**config.mk**
```make
export PLATFORM = sky130hd
export DESIGN_NAME = cbez_lerp
export DESIGN_NICKNAME = d
export VERILOG_FILES = /design/src/hw/rtl/cbez_pkg.sv /design/src/hw/rtl/cbez_lerp.sv
export SDC_FILE = /design/constraint.sdc
export NUM_CORES = 2
export LEC_CHECK = 0
export CORE_MARGIN = 2
export CORE_UTILIZATION = 40
export DETAILED_ROUTE_END_ITERATION = 12
export DONT_BUFFER_PORTS = 1
export PLACE_DENSITY = 0.52
export SLEW_MARGIN = 15
export SYNTH_ARGS = -nofsm -noshare
export SYNTH_HDL_FRONTEND = slang
export SYNTH_SLANG_ARGS = --single-unit
```
**constraint.sdc**
```tcl
create_clock -name clk -period 12.3 [get_ports clk]
set_clock_uncertainty 0.1 [all_clocks]
set_input_delay 2.46 -clock clk [delete_from_list [all_inputs] [get_ports clk]]
set_output_delay 2.46 -clock clk [all_outputs]
set_load 0.1 [all_outputs]
```
**src/hw/rtl/cbez_pkg.sv**
```systemverilog
// ----------------------------------------------------------------------------
// cbez_pkg
// Types, widths and constants shared by the cubic Bezier evaluator.
// ----------------------------------------------------------------------------
package cbez_pkg;

  localparam int FRAC_BITS = 16;
  localparam int COORD_W   = 32;
  localparam int T_W       = FRAC_BITS + 1;
  // (b - a) is one bit wider than a coordinate; t is made signed by a zero bit.
  localparam int PROD_W    = COORD_W + 1 + T_W + 1;
  localparam int ADDR_W    = 5;
  localparam int DATA_W    = 32;
  localparam int IDX_W     = 2;
  // Input register plus two stages for each of the three interpolation levels.
  localparam int PIPE_DEPTH = 7;

  localparam logic [T_W-1:0]           T_ONE = T_W'(1) << FRAC_BITS;
  localparam logic signed [PROD_W-1:0] ROUND_HALF = PROD_W'(1) << (FRAC_BITS - 1);
  localparam logic [IDX_W-1:0]         LAST_IDX = IDX_W'(3);

  typedef enum logic [2:0] {
    REG_P0_X = 3'd0,
    REG_P0_Y = 3'd1,
    REG_P1_X = 3'd2,
    REG_P1_Y = 3'd3,
    REG_P2_X = 3'd4,
    REG_P2_Y = 3'd5,
    REG_P3_X = 3'd6,
    REG_P3_Y = 3'd7
  } cbez_reg_e;

  typedef enum logic {
    KIND_EVAL  = 1'b0,
    KIND_SPLIT = 1'b1
  } cbez_kind_e;

  typedef struct packed {
    logic signed [COORD_W-1:0] x;
    logic signed [COORD_W-1:0] y;
  } cbez_pt_t;

  typedef struct packed {
    logic           kind;
    logic [T_W-1:0] param_t;
  } cbez_in_t;

  typedef struct packed {
    logic signed [COORD_W-1:0] out_x;
    logic signed [COORD_W-1:0] out_y;
    logic [IDX_W-1:0]          point_index;
    logic                      last;
  } cbez_out_t;

  // Everything the output sequencer needs from one finished item.
  typedef struct packed {
    logic     kind;
    cbez_pt_t p0;
    cbez_pt_t p01;
    cbez_pt_t p012;
    cbez_pt_t p0123;
  } cbez_result_t;

endpackage

```
**src/hw/rtl/cbez_lerp.sv**
```systemverilog
// ----------------------------------------------------------------------------
// cbez_lerp
// Two-stage linear interpolation of a 2-D point: multiply, then round and add.
// ----------------------------------------------------------------------------
module cbez_lerp (
  input  logic                    clk,
  input  logic                    en,
  input  cbez_pkg::cbez_pt_t      a,
  input  cbez_pkg::cbez_pt_t      b,
  input  logic [cbez_pkg::T_W-1:0] t,
  output cbez_pkg::cbez_pt_t      res
);
  import cbez_pkg::*;

  logic signed [COORD_W:0]   diff_x, diff_y;
  logic signed [PROD_W-1:0]  prod_x, prod_y;
  logic signed [PROD_W-1:0]  sum_x, sum_y;
  cbez_pt_t                  a_q;
  cbez_pt_t                  res_next;

  assign diff_x = {b.x[COORD_W-1], b.x} - {a.x[COORD_W-1], a.x};
  assign diff_y = {b.y[COORD_W-1], b.y} - {a.y[COORD_W-1], a.y};

  always_ff @(posedge clk) begin
    if (en) begin
      prod_x <= diff_x * $signed({1'b0, t});
      prod_y <= diff_y * $signed({1'b0, t});
      a_q    <= a;
    end
  end

  // Adding one half before the arithmetic shift rounds half up.
  assign sum_x = prod_x + ROUND_HALF;
  assign sum_y = prod_y + ROUND_HALF;
  assign res_next.x = a_q.x + sum_x[FRAC_BITS +: COORD_W];
  assign res_next.y = a_q.y + sum_y[FRAC_BITS +: COORD_W];

  always_ff @(posedge clk) begin
    if (en) begin
      res <= res_next;
    end
  end

endmodule

```
* Word level (Yosys, flattened, before mapping)
Cells that the tools add are included.
Storage, ports and cells: register bits after elaboration 224, bits in latches 0, memory bits (writable) 0, bits in read-only memories 0, output and inout bits 64, memories kept 0
Operators by class: add/subtract/negate cells 6, $mul 2, div/mod/pow operators 0, magnitude comparators 0, eq/ne operators 0, shifts and indexed selects 0, mux-type cells 0, bitwise operators 0, reductions and logical operators 0
Operator list (count):
- adder 48 x 17 -> 48 bit (second input constant) | 2
- multiplier 33 x 18 -> 48 bit | 2
- subtractor 32 x 32 -> 33 bit | 2
- adder 32 bit | 2

* Longest topological paths before layout
depth in word-level cells 2, depth in mapped cells 37, mapped depth without buffers 36

* Least setup slack after synthesis
Ideal clock, no wire load.
kind input-to-reg, start input port b[32] in the netlist's numbering, end register prod_x[47], data pin, setup time 0.257 ns, data arrival time 10.399 ns, required time 11.943 ns, slack 1.544 ns, stages on the path 34, cells stage by stage inv_1 > ha_1 > fa_1 > nor2b_1 > o31a_1 > o31ai_1 > a21o_1 > a21oi_1 > nor3b_1 > o31ai_1 > a41oi_1 > or2_2 > clkbuf_1 > and2_1 > fa_1 > inv_1 > fa_1 > inv_1 > fa_1 > fa_1 > inv_1 > fa_1 > inv_1 > ha_1 > a21o_1 > a21o_1 > a21o_1 > a21o_1 > a211o_1 > a22o_1 > a211o_1 > a21oi_1 > xnor3_1 > xor2_1
Between the ends: word-level cells in the longest chain between the ends 2
Ends and longest elaborated chain:
- from (decl) | line cbez_lerp.sv:9 | input cbez_pkg::cbez_pt_t b,
- subtractor 32 x 32 -> 33 bit | line cbez_lerp.sv:21 | assign diff_x = {b.x[COORD_W-1], b.x} - {a.x[COORD_W-1], a.x};
- multiplier 33 x 18 -> 48 bit | line cbez_lerp.sv:26 | prod_x <= diff_x * $signed({1'b0, t});
- to (signal assigned) | line cbez_lerp.sv:26
- to (decl) | line cbez_lerp.sv:16 | logic signed [PROD_W-1:0] prod_x, prod_y;
Every way passes these cells. A chain may end at the register's enable or synchronous reset.

* Worst setup path after layout
start input port b[0] in the netlist's numbering, end register prod_y[47], data pin
Between the ends: word-level cells in the longest chain between the ends 2
Ends and longest elaborated chain:
- subtractor 32 x 32 -> 33 bit | line cbez_lerp.sv:22 | assign diff_y = {b.y[COORD_W-1], b.y} - {a.y[COORD_W-1], a.y};
- multiplier 33 x 18 -> 48 bit | line cbez_lerp.sv:27 | prod_y <= diff_y * $signed({1'b0, t});
- to (signal assigned) | line cbez_lerp.sv:27
- to (decl) | line cbez_lerp.sv:16
Every way passes these cells.

==> flow_results.xml <==
<?xml version="1.0" encoding="UTF-8"?>
<metrics>
  <group name="status">
    <metric name="run_status" unit="">complete, no violations</metric>
  </group>
  <group name="synthesis">
    <metric name="synth_cells" unit="">5631</metric>
    <metric name="synth_async_sr_flop_share" unit="">0</metric>
    <metric name="synth_area_leader_cell" unit="">fa_1</metric>
    <metric name="yosysMostFrequentCell" unit="">inv_1</metric>
    <metric name="synth_area_leaders" unit="">fa_1 40%, edfxtp_1 11%, inv_1 9.6%, ha_1 8.5%, and2_1 6.3%</metric>
    <metric name="synth_top_cell_area_share" unit="">0.402</metric>
    <metric name="yosysWarningCount" unit="">0</metric>
    <metric name="synthesis.area" unit="mm²">0.0515</metric>
    <metric name="yosys_most_used_dff" unit="">edfxtp_1</metric>
    <metric name="postSynthNetCount" unit="">7158</metric>
    <metric name="synth_edf_count" unit="">194</metric>
    <metric name="syn_avg_cell_area" unit="µm²">9.14</metric>
    <metric name="ys_ff_latch" unit="">194</metric>
    <metric name="synth_cell_types" unit="">80</metric>
    <metric name="yosys-top-cells-count" unit="">1319 x inv_1, 1032 x fa_1, 603 x nand2_1, 520 x and2_1, 348 x ha_1</metric>
    <metric name="synth.yosys.seq_area_share" unit="">0.113</metric>
  </group>
  <group name="setup_path">
    <metric name="r2r_end" unit="">res[62]</metric>
    <metric name="cpLargestDelayFamily" unit="">adder cells</metric>
    <metric name="regToRegStartpoint" unit="">prod_x[17]</metric>
    <metric name="worstPathBufferInverterCount" unit="">7</metric>
    <metric name="worst_path_most_repeated_cell" unit="">fa_1</metric>
    <metric name="crit_fanout" unit="">17</metric>
    <metric name="cp.required" unit="ns">12.46</metric>
    <metric name="ff2ff_path_depth" unit="">17</metric>
    <metric name="start_kind" unit="">primary input</metric>
    <metric name="crit_type" unit="">primary input to flip-flop</metric>
    <metric name="endpoint" unit="">prod_y[47]</metric>
    <metric name="cp_data_arrival_time" unit="ns">11.61</metric>
    <metric name="worst_setup_path_startpoint" unit="">b[0]</metric>
    <metric name="critPathMaxStageDelay" unit="ns">0.65</metric>
    <metric name="worst_setup_path_end_kind" unit="">flip-flop</metric>
    <metric name="rrSetupSlack" unit="ns">7.29</metric>
    <metric name="critical_path_top_delay_cell" unit="">a211oi_1</metric>
    <metric name="path_depth" unit="">35</metric>
  </group>
  <group name="run">
    <metric name="max_capacitance_violation_total" unit="">0</metric>
  </group>
  <group name="clock_network">
    <metric name="cts-hold-fix-buffers" unit="">0</metric>
    <metric name="ctsRootBufferMaster" unit="">clkbuf_16</metric>
    <metric name="htree_num_levels" unit="">4</metric>
    <metric name="clock_tree.buffer_depth" unit="">2</metric>
    <metric name="tritoncts.num_buffers" unit="">17</metric>
    <metric name="cts_num_sinks" unit="">194</metric>
    <metric name="resize_count_post_cts" unit="">0</metric>
    <metric name="clock_network_latency_to_the_later_pin_of_the_worst_skew_pair" unit="ns">0.52</metric>
    <metric name="cts_setup_buffers" unit="">0</metric>
    <metric name="path_clk_slew" unit="ns">0.08</metric>
    <metric name="cts_tree" unit="">built</metric>
  </group>
  <group name="timing">
    <metric name="finalHoldViolCount" unit="">0</metric>
    <metric name="fin_crit_sh" unit="">0.931</metric>
    <metric name="unrepaired_setup_endpoints_after_global_routing" unit="">no</metric>
    <metric name="finalSetupTns" unit="ns">0</metric>
    <metric name="setup_viol_count_final" unit="">0</metric>
    <metric name="worst_pin_slew" unit="ns">1.08</metric>
    <metric name="slew_violations" unit="">0</metric>
    <metric name="period_needed" unit="ns">11.45</metric>
    <metric name="slew_headroom" unit="">0.275</metric>
    <metric name="max_clock_freq" unit="GHz">0.0874</metric>
  </group>
  <group name="grt">
    <metric name="grtUsageTotal" unit="">0.209</metric>
    <metric name="grt_max_degree" unit="">195</metric>
    <metric name="antenna_found_initial" unit="">3</metric>
    <metric name="globalRouteOverflowTotal" unit="">0</metric>
    <metric name="grt_first_pass_wirelength" unit="µm">216000</metric>
    <metric name="grt_pass1_vias" unit="">38500</metric>
  </group>
  <group name="route">
    <metric name="detail_route.iter0.violations" unit="">2306</metric>
    <metric name="via_per_inst" unit="">5.05</metric>
    <metric name="drc_viols" unit="">0</metric>
    <metric name="detailed_route_wl" unit="µm">132000</metric>
    <metric name="ant_nets" unit="">0</metric>
    <metric name="routed-via-count" unit="">36200</metric>
    <metric name="drtPass1Iterations" unit="">5</metric>
    <metric name="routedWlPerCell" unit="µm">18.4</metric>
  </group>
  <group name="min_path">
    <metric name="hp-start" unit="">a_q[32]</metric>
    <metric name="min_delay_path_depth" unit="">1</metric>
    <metric name="hold_path.class" unit="">flip-flop to flip-flop</metric>
  </group>
  <group name="die">
    <metric name="die_width" unit="µm">363</metric>
    <metric name="top_level_ports" unit="">211</metric>
    <metric name="initial_core_util" unit="">0.403</metric>
    <metric name="die_footprint" unit="mm²">0.132</metric>
    <metric name="row_count" unit="">131</metric>
    <metric name="floorplan.core_area" unit="mm²">0.128</metric>
    <metric name="dieHeight" unit="µm">363</metric>
  </group>
  <group name="finish">
    <metric name="final_nets" unit="">7024</metric>
    <metric name="area_growth_syn_to_layout" unit="%">4.62</metric>
    <metric name="drive_above_1_share" unit="">0.0267</metric>
    <metric name="fill_cells" unit="">12700</metric>
  </group>
  <group name="placement">
    <metric name="port_buffer_count" unit="">0</metric>
    <metric name="hpwlAfterDp" unit="µm">99600</metric>
    <metric name="gp_congestion" unit="">0.833</metric>
  </group>
</metrics>
==> worst register-to-register path, delay by kind of cell (launching register included) <==
kind	cells	cell delay, ns
AND/OR/NAND/NOR	9	2.53
XOR/XNOR	2	0.33
adder cells (fa/ha/maj)	1	0.30
flip-flops	1	0.41
AO/OA/AOI/OAI	5	1.09
==> state kept, by name (all words and copies together), names as in the netlist <==
| register | cells |
|---|---|
| a_q | 64 |
| prod_x | 33 |
| prod_y | 33 |
| res | 64 |
==> layout by cell type, fill, tap and decap left out, types with 106 or more instances in the layout <==
master / n
fa_1: 1032
edfxtp_1: 194
and2_1: 520
inv_1: 1319
ha_1: 348
nor2_1: 124
a21oi_1: 151
nand2_1: 603
nor2b_1: 106
xnor2_1: 182
==> layout make-up <==
| type | count | area [µm²] | area share |
|---|---|---|---|
| multi-input combinational | 3880 | 39800 | 0.739 |
| sequential | 194 | 5830 | 0.108 |
| inverter | 1320 | 4950 | 0.0920 |
| tap | 1662 | 2080 | 0.0386 |
| timing repair buffer | 84 | 631 | 0.0117 |
| clock buffer | 18 | 429 | 0.00797 |
| clock inverter | 12 | 134 | 0.00249 |
| antenna | 4 | 10.0 | 0.000186 |
==> metrics by stage <==
step / setup WS (ns) / util / std cells / cell area (µm²) / hold slack [ns]
floorplan: 1.54 / - / 5631 / 51500 / 0.426
global placement: 0.488 / 0.417 / 7140 / 53300 / 0.441
detailed placement: 0.384 / 0.417 / 7140 / 53300 / 0.445
CTS: 0.915 / 0.422 / 7170 / 53800 / 0.462
global route: 0.316 / 0.422 / 7170 / 53800 / 0.498
finish: 0.853 / 0.422 / 7174 / 53800 / 0.462
==> how the worst min path moves through the flow <==
stage | end | slack (ns)
floorplan | res[0] | 0.43
detailed placement | res[32] | 0.45
global route | res[32] | 0.50
finish | res[32] | 0.46
global placement | res[32] | 0.44
CTS | res[32] | 0.46
==> logic make-up (layout without fill, tap and decap cells) <==
kind of cell	after synthesis	count (layout)	share of synthesized area
XOR/XNOR	254	254	0.0437
buffers and inverters	1557	1434	0.114
multiplexers	1	1	0.000195
flip-flops	194	194	0.113
adder cells (fa/ha/maj)	1380	1380	0.486
AND/OR/NAND/NOR	1680	1680	0.168
other	0	4	0
AO/OA/AOI/OAI	565	565	0.0746
==> metal layers <==
layer | part of all wire | GRT usage | up-vias
li1 | - | - | 16800
met5 | 0 | 0 | -
met1 | 0.45 | 0.283 | 18600
met4 | 0.018 | 0.0440 | 0
met3 | 0.037 | 0.0232 | 111
met2 | 0.50 | 0.363 | 651
Power is not shown: default switching activity piles up to over one toggle a cycle in this logic, so the estimate is an artifact.
